File: src/rtl/blit_rop_chroma_clip_pixel_core_defines.svh
// assertion macros shared by the blit raster-op core
// no dependencies; included by the modules that check their own logic
`ifndef BLIT_ROP_CHROMA_CLIP_PIXEL_CORE_DEFINES_SVH
`define BLIT_ROP_CHROMA_CLIP_PIXEL_CORE_DEFINES_SVH
`ifndef NO_ASSERTIONS
`define BRC_ASSERT_IMPL(label, ante, cons) \
    label: assert property (@(posedge i_clk) disable iff (!i_rst_n) (ante) |-> (cons)) \
        else $error("assertion failed");
`define BRC_ASSERT_NEXT(label, ante, cons) \
    label: assert property (@(posedge i_clk) disable iff (!i_rst_n) (ante) |=> (cons)) \
        else $error("assertion failed");
`else
`define BRC_ASSERT_IMPL(label, ante, cons)
`define BRC_ASSERT_NEXT(label, ante, cons)
`endif
`endif

File: src/rtl/brc_pkg.sv
// types, constants and register codes of the blit raster-op core
// no dependencies; used by every module of the core
package brc_pkg;

    localparam int PixBits          = 16;
    localparam int CoordInBits      = 11;
    localparam int EdgeBits         = 12;
    localparam int CoordBitsDefault = 11;
    localparam int ApbAddrBits      = 5;
    localparam int ApbDataBits      = 32;
    localparam int ModeBits         = 3;
    localparam int RangeBits        = 24;

    localparam logic [PixBits-1:0] RopTableReset = 16'hCCCC;

    typedef enum logic [2:0] {
        REG_MODE_FLAGS   = 3'd0,
        REG_CLIP_X_RANGE = 3'd1,
        REG_CLIP_Y_RANGE = 3'd2,
        REG_SRC_KEY_LOW  = 3'd3,
        REG_SRC_KEY_HIGH = 3'd4,
        REG_DST_KEY_LOW  = 3'd5,
        REG_DST_KEY_HIGH = 3'd6,
        REG_ROP_TABLE    = 3'd7
    } t_reg_idx;

    typedef enum logic [3:0] {
        ROP_ZERO   = 4'h0,
        ROP_NOR    = 4'h1,
        ROP_NS_AND = 4'h2,
        ROP_NOT_S  = 4'h3,
        ROP_S_ANDN = 4'h4,
        ROP_NOT_D  = 4'h5,
        ROP_XOR    = 4'h6,
        ROP_NAND   = 4'h7,
        ROP_AND    = 4'h8,
        ROP_XNOR   = 4'h9,
        ROP_DST    = 4'hA,
        ROP_NS_OR  = 4'hB,
        ROP_SRC    = 4'hC,
        ROP_S_ORN  = 4'hD,
        ROP_OR     = 4'hE,
        ROP_ONES   = 4'hF
    } t_rop;

    typedef struct packed {
        logic [PixBits-1:0]     src_pixel;
        logic [PixBits-1:0]     dst_pixel;
        logic [CoordInBits-1:0] pixel_x;
        logic [CoordInBits-1:0] pixel_y;
    } t_req;

    typedef struct packed {
        logic               write_enable;
        logic [PixBits-1:0] new_pixel;
    } t_res;

    typedef struct packed {
        logic [ModeBits-1:0]  mode_flags;
        logic [RangeBits-1:0] clip_x_range;
        logic [RangeBits-1:0] clip_y_range;
        logic [PixBits-1:0]   src_key_low;
        logic [PixBits-1:0]   src_key_high;
        logic [PixBits-1:0]   dst_key_low;
        logic [PixBits-1:0]   dst_key_high;
        logic [PixBits-1:0]   rop_table;
    } t_cfg;

    typedef struct packed {
        logic               clip;
        t_rop               code;
        logic [PixBits-1:0] src;
        logic [PixBits-1:0] dst;
    } t_mix;

endpackage

File: src/rtl/brc_regs.sv
// apb configuration registers of the blit raster-op core
// depends on brc_pkg
module brc_regs (
    input  logic                             i_clk,
    input  logic                             i_rst_n,
    input  logic                             psel,
    input  logic                             penable,
    input  logic                             pwrite,
    input  logic [brc_pkg::ApbAddrBits-1:0]  paddr,
    input  logic [brc_pkg::ApbDataBits-1:0]  pwdata,
    output logic [brc_pkg::ApbDataBits-1:0]  prdata,
    output logic                             pready,
    output brc_pkg::t_cfg                    o_cfg
);

    brc_pkg::t_cfg     r_cfg;
    brc_pkg::t_reg_idx w_idx;
    logic              w_wr;

    assign pready = 1'b1;
    assign w_idx  = brc_pkg::t_reg_idx'(paddr[brc_pkg::ApbAddrBits-1:2]);
    assign w_wr   = psel && penable && pwrite && pready;
    assign o_cfg  = r_cfg;

    always_ff @(posedge i_clk) begin
        if (!i_rst_n) begin
            r_cfg <= '{
                mode_flags:   '0,
                clip_x_range: '0,
                clip_y_range: '0,
                src_key_low:  '0,
                src_key_high: '0,
                dst_key_low:  '0,
                dst_key_high: '0,
                rop_table:    brc_pkg::RopTableReset
            };
        end else if (w_wr) begin
            unique case (w_idx)
                brc_pkg::REG_MODE_FLAGS:
                    r_cfg.mode_flags   <= pwdata[brc_pkg::ModeBits-1:0];
                brc_pkg::REG_CLIP_X_RANGE:
                    r_cfg.clip_x_range <= pwdata[brc_pkg::RangeBits-1:0];
                brc_pkg::REG_CLIP_Y_RANGE:
                    r_cfg.clip_y_range <= pwdata[brc_pkg::RangeBits-1:0];
                brc_pkg::REG_SRC_KEY_LOW:
                    r_cfg.src_key_low  <= pwdata[brc_pkg::PixBits-1:0];
                brc_pkg::REG_SRC_KEY_HIGH:
                    r_cfg.src_key_high <= pwdata[brc_pkg::PixBits-1:0];
                brc_pkg::REG_DST_KEY_LOW:
                    r_cfg.dst_key_low  <= pwdata[brc_pkg::PixBits-1:0];
                brc_pkg::REG_DST_KEY_HIGH:
                    r_cfg.dst_key_high <= pwdata[brc_pkg::PixBits-1:0];
                brc_pkg::REG_ROP_TABLE:
                    r_cfg.rop_table    <= pwdata[brc_pkg::PixBits-1:0];
            endcase
        end
    end

    always_comb begin
        unique case (w_idx)
            brc_pkg::REG_MODE_FLAGS:
                prdata = brc_pkg::ApbDataBits'(r_cfg.mode_flags);
            brc_pkg::REG_CLIP_X_RANGE:
                prdata = brc_pkg::ApbDataBits'(r_cfg.clip_x_range);
            brc_pkg::REG_CLIP_Y_RANGE:
                prdata = brc_pkg::ApbDataBits'(r_cfg.clip_y_range);
            brc_pkg::REG_SRC_KEY_LOW:
                prdata = brc_pkg::ApbDataBits'(r_cfg.src_key_low);
            brc_pkg::REG_SRC_KEY_HIGH:
                prdata = brc_pkg::ApbDataBits'(r_cfg.src_key_high);
            brc_pkg::REG_DST_KEY_LOW:
                prdata = brc_pkg::ApbDataBits'(r_cfg.dst_key_low);
            brc_pkg::REG_DST_KEY_HIGH:
                prdata = brc_pkg::ApbDataBits'(r_cfg.dst_key_high);
            brc_pkg::REG_ROP_TABLE:
                prdata = brc_pkg::ApbDataBits'(r_cfg.rop_table);
        endcase
    end

endmodule

File: src/rtl/brc_test.sv
// stages one and two: clip window and chroma range compares, then rop code select
// depends on brc_pkg and the assertion macro header
`include "blit_rop_chroma_clip_pixel_core_defines.svh"
module brc_test #(
    parameter int COORD_BITS = brc_pkg::CoordBitsDefault
) (
    input  logic          i_clk,
    input  logic          i_rst_n,
    input  logic          i_valid,
    input  brc_pkg::t_req i_req,
    input  brc_pkg::t_cfg i_cfg,
    output logic          o_valid,
    output brc_pkg::t_mix o_mix
);

    localparam logic [brc_pkg::EdgeBits-1:0] CoordMask =
        brc_pkg::EdgeBits'((1 << COORD_BITS) - 1);

    typedef struct packed {
        logic                        x_ok;
        logic                        y_ok;
        logic                        src_match;
        logic                        dst_match;
        logic [brc_pkg::PixBits-1:0] src;
        logic [brc_pkg::PixBits-1:0] dst;
    } t_s1;

    function automatic logic key_match(
        input logic [brc_pkg::PixBits-1:0] px,
        input logic [brc_pkg::PixBits-1:0] lo,
        input logic [brc_pkg::PixBits-1:0] hi
    );
        logic r_ok;
        logic g_ok;
        logic b_ok;
        r_ok = (px[15:11] >= lo[15:11]) && (px[15:11] <= hi[15:11]);
        g_ok = (px[10:5] >= lo[10:5]) && (px[10:5] <= hi[10:5]);
        b_ok = (px[4:0] >= lo[4:0]) && (px[4:0] <= hi[4:0]);
        return r_ok && g_ok && b_ok;
    endfunction

    logic                         r_s1_valid;
    t_s1                          r_s1;
    t_s1                          n_s1;
    logic                         r_s2_valid;
    brc_pkg::t_mix                r_s2;
    brc_pkg::t_mix                n_s2;
    logic [brc_pkg::EdgeBits-1:0] w_x;
    logic [brc_pkg::EdgeBits-1:0] w_y;
    logic [1:0]                   w_idx;

    assign w_x = {1'b0, i_req.pixel_x} & CoordMask;
    assign w_y = {1'b0, i_req.pixel_y} & CoordMask;

    always_comb begin
        n_s1.x_ok = (w_x >= i_cfg.clip_x_range[11:0]) && (w_x < i_cfg.clip_x_range[23:12]);
        n_s1.y_ok = (w_y >= i_cfg.clip_y_range[11:0]) && (w_y < i_cfg.clip_y_range[23:12]);
        n_s1.src_match = key_match(i_req.src_pixel, i_cfg.src_key_low, i_cfg.src_key_high);
        n_s1.dst_match = key_match(i_req.dst_pixel, i_cfg.dst_key_low, i_cfg.dst_key_high);
        n_s1.src = i_req.src_pixel;
        n_s1.dst = i_req.dst_pixel;
    end

    // bit1 from source key, bit0 from destination key
    assign w_idx = {i_cfg.mode_flags[1] && r_s1.src_match,
                    i_cfg.mode_flags[2] && r_s1.dst_match};

    always_comb begin
        n_s2.clip = i_cfg.mode_flags[0] && !(r_s1.x_ok && r_s1.y_ok);
        n_s2.code = brc_pkg::t_rop'(i_cfg.rop_table[{w_idx, 2'b00} +: 4]);
        n_s2.src  = r_s1.src;
        n_s2.dst  = r_s1.dst;
    end

    always_ff @(posedge i_clk) begin
        if (!i_rst_n) begin
            r_s1_valid <= 1'b0;
            r_s2_valid <= 1'b0;
        end else begin
            r_s1_valid <= i_valid;
            r_s2_valid <= r_s1_valid;
        end
    end

    always_ff @(posedge i_clk) begin
        r_s1 <= n_s1;
        r_s2 <= n_s2;
    end

    assign o_valid = r_s2_valid;
    assign o_mix   = r_s2;

    `BRC_ASSERT_NEXT(a_clip_needs_enable, r_s1_valid && !i_cfg.mode_flags[0], !o_mix.clip)
    `BRC_ASSERT_NEXT(a_valid_carried, r_s1_valid, o_valid)

endmodule

File: src/rtl/brc_mix.sv
// stage three: boolean mix of source and destination, clipped pixels keep destination
// depends on brc_pkg and the assertion macro header
`include "blit_rop_chroma_clip_pixel_core_defines.svh"
module brc_mix (
    input  logic          i_clk,
    input  logic          i_rst_n,
    input  logic          i_valid,
    input  brc_pkg::t_mix i_mix,
    output logic          o_done,
    output brc_pkg::t_res o_res
);

    function automatic logic [brc_pkg::PixBits-1:0] rop_mix(
        input logic [brc_pkg::PixBits-1:0] s,
        input logic [brc_pkg::PixBits-1:0] d,
        input brc_pkg::t_rop               code
    );
        logic [brc_pkg::PixBits-1:0] v;
        unique case (code)
            brc_pkg::ROP_ZERO:   v = '0;
            brc_pkg::ROP_NOR:    v = ~(s | d);
            brc_pkg::ROP_NS_AND: v = ~s & d;
            brc_pkg::ROP_NOT_S:  v = ~s;
            brc_pkg::ROP_S_ANDN: v = s & ~d;
            brc_pkg::ROP_NOT_D:  v = ~d;
            brc_pkg::ROP_XOR:    v = s ^ d;
            brc_pkg::ROP_NAND:   v = ~(s & d);
            brc_pkg::ROP_AND:    v = s & d;
            brc_pkg::ROP_XNOR:   v = ~(s ^ d);
            brc_pkg::ROP_DST:    v = d;
            brc_pkg::ROP_NS_OR:  v = ~s | d;
            brc_pkg::ROP_SRC:    v = s;
            brc_pkg::ROP_S_ORN:  v = s | ~d;
            brc_pkg::ROP_OR:     v = s | d;
            brc_pkg::ROP_ONES:   v = '1;
        endcase
        return v;
    endfunction

    logic          r_done;
    brc_pkg::t_res r_res;
    brc_pkg::t_res n_res;

    always_comb begin
        n_res.write_enable = !i_mix.clip;
        n_res.new_pixel    = i_mix.clip ? i_mix.dst : rop_mix(i_mix.src, i_mix.dst, i_mix.code);
    end

    always_ff @(posedge i_clk) begin
        if (!i_rst_n) begin
            r_done <= 1'b0;
        end else begin
            r_done <= i_valid;
        end
    end

    always_ff @(posedge i_clk) begin
        r_res <= n_res;
    end

    assign o_done = r_done;
    assign o_res  = r_res;

    `BRC_ASSERT_NEXT(a_clip_keeps_dst, i_valid && i_mix.clip, !o_res.write_enable && o_res.new_pixel == $past(i_mix.dst))

endmodule

File: src/rtl/blit_rop_chroma_clip_pixel_core.sv
// top level of the blit raster-op core: apb registers, compare stages, mix stage
// depends on brc_pkg, brc_regs, brc_test, brc_mix and the assertion macro header
//
// channel   direction  handshake                     payload
// request   in         i_start, o_busy               i_req   (brc_pkg::t_req)
// result    out        o_done strobe                 o_res   (brc_pkg::t_res)
// config    in         psel, penable, pwrite, pready paddr, pwdata, prdata
//
// one request per cycle; each result passes through the three register stages:
// compares, code select, mix and output
// o_busy is held low, the pipeline never stalls and results cannot be held off
// synchronous active-low reset clears the valid bits and loads register defaults
`include "blit_rop_chroma_clip_pixel_core_defines.svh"
module blit_rop_chroma_clip_pixel_core #(
    parameter int COORD_BITS = brc_pkg::CoordBitsDefault
) (
    input  logic                             i_clk,
    input  logic                             i_rst_n,
    input  logic                             i_start,
    input  brc_pkg::t_req                    i_req,
    output logic                             o_busy,
    output logic                             o_done,
    output brc_pkg::t_res                    o_res,
    input  logic                             psel,
    input  logic                             penable,
    input  logic                             pwrite,
    input  logic [brc_pkg::ApbAddrBits-1:0]  paddr,
    input  logic [brc_pkg::ApbDataBits-1:0]  pwdata,
    output logic [brc_pkg::ApbDataBits-1:0]  prdata,
    output logic                             pready
);

    brc_pkg::t_cfg w_cfg;
    brc_pkg::t_mix w_mix;
    logic          w_mix_valid;
    logic          w_accept;

    assign o_busy   = 1'b0;
    assign w_accept = i_start && !o_busy;

    brc_regs u_regs (
        .i_clk   (i_clk),
        .i_rst_n (i_rst_n),
        .psel    (psel),
        .penable (penable),
        .pwrite  (pwrite),
        .paddr   (paddr),
        .pwdata  (pwdata),
        .prdata  (prdata),
        .pready  (pready),
        .o_cfg   (w_cfg)
    );

    brc_test #(
        .COORD_BITS (COORD_BITS)
    ) u_test (
        .i_clk   (i_clk),
        .i_rst_n (i_rst_n),
        .i_valid (w_accept),
        .i_req   (i_req),
        .i_cfg   (w_cfg),
        .o_valid (w_mix_valid),
        .o_mix   (w_mix)
    );

    brc_mix u_mix (
        .i_clk   (i_clk),
        .i_rst_n (i_rst_n),
        .i_valid (w_mix_valid),
        .i_mix   (w_mix),
        .o_done  (o_done),
        .o_res   (o_res)
    );

    `BRC_ASSERT_IMPL(a_done_follows_start, o_done, $past(i_start, 3))
    `BRC_ASSERT_IMPL(a_clipped_is_dst, o_done && !o_res.write_enable, o_res.new_pixel == $past(i_req.dst_pixel, 3))

endmodule

File: config.mk
export PLATFORM = sky130hd
export DESIGN_NAME = blit_rop_chroma_clip_pixel_core
export DESIGN_NICKNAME = d
export VERILOG_FILES = /design/src/rtl/brc_pkg.sv /design/src/rtl/brc_regs.sv /design/src/rtl/brc_test.sv /design/src/rtl/brc_mix.sv /design/src/rtl/blit_rop_chroma_clip_pixel_core.sv
export VERILOG_INCLUDE_DIRS = /design/src /design/src/rtl
export SDC_FILE = /design/constraint.sdc
export NUM_CORES = 1
export LEC_CHECK = 0
export BUFFER_PORTS_ARGS = -buffer_cell sky130_fd_sc_hd__buf_2
export CAP_MARGIN = 20
export CORE_AREA = 2 2 172 174
export DETAILED_ROUTE_END_ITERATION = 16
export DIE_AREA = 0 0 174 176
export GPL_ROUTABILITY_DRIVEN = 0
export PLACE_DENSITY = 0.75
export SYNTH_ARGS = -nofsm -noshare
export SYNTH_HDL_FRONTEND = slang
export SYNTH_SLANG_ARGS = --single-unit
File: constraint.sdc
create_clock -name i_clk -period 2.03 [get_ports i_clk]
set_input_delay 0.406 -clock i_clk [delete_from_list [all_inputs] [get_ports i_clk]]
set_output_delay 0.406 -clock i_clk [all_outputs]
set_load 0.05 [all_outputs]
Word-level counts from Yosys, hierarchy flattened
Index checks and enable logic that the tools add are counted.

cells by class
  bitwise operators = 12
  reduce and logical (&&, ||, !) cells = 30
  shifts and indexed selects = 1
  equal/unequal tests = 22
  order comparisons = 16
  multiplexer cells = 3

operators with widths
  cell                                                 number
  one-hot mux 16 bit (16 select lines)                 1
  one-hot mux 32 bit (8 select lines)                  1
  inverter 16 bit                                      5
  AND 16 bit                                           3
  OR 16 bit                                            3
  equality test 4 bit, second input constant           8
  greater-or-equal comparator 11 x 12 -> 1 bit         2
  < comparator 11 x 12 -> 1 bit                        2
  greater-or-equal comparator 5 bit                    4
  <= comparator 5 bit                                  4
  logical AND 1 bit                                    18
  equality test 4 x 3 -> 1 bit, second input constant  4
  2-to-1 mux 16 bit                                    1
  AND reduction 2 bit                                  8
  indexed part select 16 x 5 -> 4 bit                  1
  XOR 16 bit                                           1
  equality test 3 bit, second input constant           4
  greater-or-equal comparator 6 bit                    2
  <= comparator 6 bit                                  2
  equality test 4 x 2 -> 1 bit, second input constant  2
  equality test 3 x 2 -> 1 bit, second input constant  2
  equality test 4 x 1 -> 1 bit, second input constant  1
  logical NOT 4 bit                                    1
  equality test 3 x 1 -> 1 bit, second input constant  1
  other kinds (2)                                      3

word-level totals
  output and inout bits = 52
  flip-flop bits (word level) = 224
  bits of input ports = 97

Longest topological paths before layout
  depth in word-level cells = 4
  gate-level depth with buffers = 8

Modules after synthesis
A second synthesis with hierarchy kept.

second synthesis, totals
  cell total of the unflattened synthesis = 1634
  area total of the unflattened synthesis = 13729.4 µm²

by module, submodules not included
  module                           instances  cells an instance  area each (µm²)
  brc_regs                         1          735                6053.3
  brc_test                         1          438                4225.3
  brc_mix                          1          459                3439.5
  blit_rop_chroma_clip_pixel_core  1          2                  11.3

Worst setup path after synthesis
Ideal clock, no wire load.

  path kind = input-to-output
  from = in paddr[2] (netlist name)
  to = out prdata[7] (netlist name)
  data required time = 1624 ps
  buffers on the path = 2
  setup slack = -429 ps
  stages on the path = 5
  arrival = 2053 ps
  cell sequence = buf_4 > buf_2 > and3_1 > a21oi_1 > o21ai_0

on the way
  cells in the longest elaborated chain, start to end = 2
  elaborated cells between the ends (all ways) = 9
  those cells by class = eq/ne: 7; mux: 1; reduce/logical: 1

RTL lines
  item                                         line                                   source
  start, declared                              blit_rop_chroma_clip_pixel_core.sv:27  input logic [brc_pkg::ApbAddrBits-1:0] paddr,
  equality test 3 bit (tied with other cells)  brc_regs.sv:60                         unique case (w_idx)
  one-hot mux 32 bit (8 select lines) *        brc_regs.sv:60
  end, declared                                blit_rop_chroma_clip_pixel_core.sv:29  output logic [brc_pkg::ApbDataBits-1:0] prdata,

Every way passes the cells marked *; elsewhere a longest branch is shown, timed or not. The select of a mux whose other input is x is not followed.

Worst setup path in the final report
  from = reg u_regs.r_cfg, in the netlist u_regs.o_cfg[0]
  to = out prdata[0] (netlist name)

on the way
  cells in the longest elaborated chain, start to end = 1

RTL lines
  item                                 line            source
  start, declared                      brc_regs.sv:16  brc_pkg::t_cfg r_cfg;
  start signal, assigned               brc_regs.sv:27  r_cfg <= '{
  one-hot mux 32 bit (8 select lines)  brc_regs.sv:60

No other way between the ends. The select of a mux whose other input is x is not followed.

==> impl_metrics.toml <==
[clock_tree]
cts_sinks = 224
htreeDepth = 1
clkLatencyLatePin_ns = 0.54
clockBufferDepth = 3
cts_buffers = 25
cts_tree = "built"
cts_root_buf = "clkbuf_16"
clkTransAtPathRegs_ns = 0.06

[yosys]
synth-seq-cells = 224
synthDistinctLibCells = 74
synthArstFlopShare_pct = 0
seq_area_frac_synth_pct = 32.34
synth_edf_count = 0
ys.flop_type = "dfxtp_1"
syn-cell-area_sq_um = 13870
yosys_warnings = 0
synth.avg_cell_area_sq_um = 8.528
syn_inst = 1626

[sta]
finalSetupViolCount = 13
rsz0062_at_grt = "yes"
drv_slew = 0
worst_pin_slew_ns = 0.6418
hold_ws_ns = 0.01094
relSlewSlack_pct = 57.05
timing.final.crit_share_pct = 107.9
fin_crit_ns = 2.191
worst_clock_skew_ns = 0.01083
setup_ws_ns = -0.1609
hold_viol = 0
fmax_ghz = 0.4564

[placement]
portBuffers = 128
pre_cts_slack_ns = -0.2844
place_hpwl_microns = 32900
placedCellCount = 2153

[global_routing]
antenna_found_initial = 0
overflow = 0
grt_pass1_wl_microns = 67550
grt_pass1_vias = 12710
grt_max_degree = 135
track_usage_pct = 27.59

[pwr]
leakage_uw = 0.006957
ir_drop_mv = 0.6637
p_per_area_nw_per_um2 = 621.2

[final_layout]
drive_gt1_share_pct = 25.50
final_cells = 2239
nNetsFinal = 2105
diodes = 0
syn_to_final_growth_pct = 23.94

[detailed_routing]
drt_iter0_markers = 1340
ant_nets = 0
drtPass1Iterations = 8
routedWlPerCell_microns = 19.43
vias = 13040
drt_wl_total_microns = 43490
drc = 0
via_per_inst = 5.822

[floorplanning]
die-width_microns = 174
die_area_sq_um = 30620
start_util_pct = 48.57
dieHeight_microns = 176
rows = 62
core_area_sq_um = 28550
io_pins = 149

[setup_path]
worstPathMaxFanout = 2
start_kind = "register"
crit_type = "reg2out"
cp.arrival_ns = 1.78
endpoint_kind = "primary output"
r2r_slack_ns = 0.06
critPathRequiredTime_ns = 1.62

[outcome]
violations = "setup timing"
status = "finished with violations"

[worst_hold_path]
hp-class = "in2reg"

[job]
max_cap_viol_count = 0
sequential cells by signal, summed over array words and instances, names as in the netlist:
signal,flops
u_test.r_s1,4
u_test.n_s2,32
u_test.o_mix,37
u_test.r_s1_valid,1
u_mix.o_res,17
u_regs.o_cfg,131
u_test.o_valid,1
u_mix.o_done,1
synthesized netlist by cell type (all sizes together) (13+ instances only):
master | n | area share, %
nor2 | 50 | 1.5
o22ai | 21 | 0.95
a21boi | 109 | 5.9
ha | 170 | 15
nor2b | 50 | 2.3
a21oi | 58 | 2.1
a211oi | 13 | 0.70
clkbuf | 35 | 0.95
o21ai | 47 | 1.7
buf | 68 | 3.2
a221oi | 16 | 1.0
mux4 | 18 | 2.9
a22oi | 20 | 1.1
dfxtp | 224 | 32
nand2 | 295 | 8.0
nand2b | 24 | 1.1
mux2i | 43 | 3.1
nand3 | 32 | 1.2
inv | 148 | 4.0
critical path: stages (launching register included):
cell and delay [ns]:
dfxtp_4 0.34, mux4_2 0.47, mux2_4 0.28, buf_8 0.15
timing repair:
item	CTS	global route
setup buffers	32	5
setup endpoints to repair	24	29
pin swaps	17	12
hold buffers	6	0
hold endpoints to repair	6	0
gates resized for setup	130	51
logic make-up (layout without fill, tap and decap cells):
group                    after synthesis  in the layout  synth area share (%)
AO/OA/AOI/OAI                        410            410                 21.05
flip-flops                           224            224                 32.34
buffers and inverters                252            473                 8.202
adder cells (fa/ha/maj)              170            170                 15.34
AND/OR/NAND/NOR                      501            501                 16.50
multiplexers                          67             67                 6.515
other                                  2             10               0.05416
cells in the final DEF (no fill, tap or decap), types with 25 or more instances in the layout:
| cell type | Yosys | routed |
|---|---|---|
| clkbuf_16 | 0 | 25 |
| nor2_1 | 46 | 27 |
| inv_1 | 145 | 140 |
| o21ai_0 | 46 | 38 |
| mux2i_1 | 43 | 43 |
| nand2_1 | 294 | 292 |
| dfxtp_1 | 224 | 165 |
| nand3_1 | 31 | 31 |
| buf_2 | 33 | 101 |
| ha_1 | 170 | 170 |
| a21boi_0 | 94 | 94 |
| a21oi_1 | 58 | 52 |
| nor2b_1 | 50 | 47 |
| buf_4 | 28 | 137 |
| dfxtp_2 | 0 | 51 |
stage by stage:
| step | total power (uW) | utilization (%) | setup TNS [ns] | area [sq um] |
|---|---|---|---|---|
| final | 10670 | 60.20 | -1.012 | 17190 |
| after global routing | 11050 | 60.20 | -1.561 | 17190 |
| after CTS | 10700 | 59.50 | -1.190 | 16990 |
| after detailed placement | 6078 | 54.46 | -3.384 | 15550 |
| after global placement | 6025 | 54.46 | -2.901 | 15550 |
| after floorplan | 5581 | - | -0.1910 | 14000 |
path summary, 6_finish.rpt:
path,startpoint,to,cells after the start
min,i_req[22],u_test.n_s2[0]$_DFF_P_,1
max reg2reg,u_test.o_mix[35]$_DFF_P_,u_mix.o_res[3]$_DFF_P_,6
min reg2reg,u_test.n_s2[13]$_DFF_P_,u_test.o_mix[13]$_DFF_P_,0
max,u_regs.o_cfg[0]$_SDFFE_PN0P_,prdata[0],3
power by group:
group	internal (uW)	switching [uW]
logic	592	888
clock network	2740	1850
registers	4510	91.1
layout make-up:
type                       count  area [sq um]
fill                        2413         11360
multi-input combinational   1158          8578
sequential                   224          4578
timing repair buffer         280          2148
clock buffer                  34         719.4
inverter                     149         561.8
tap                          384         480.5
clock inverter                10         118.9
layer usage:
layer,wire length (microns),vias up,track usage [%]
met5,0,-,0
met4,2327,0,14.50
met3,3646,144,4.048
met2,20260,666,46.33
met1,17260,6134,34.48
li1,-,6091,-
No activity file was read; power rests on OpenSTA's default activity.
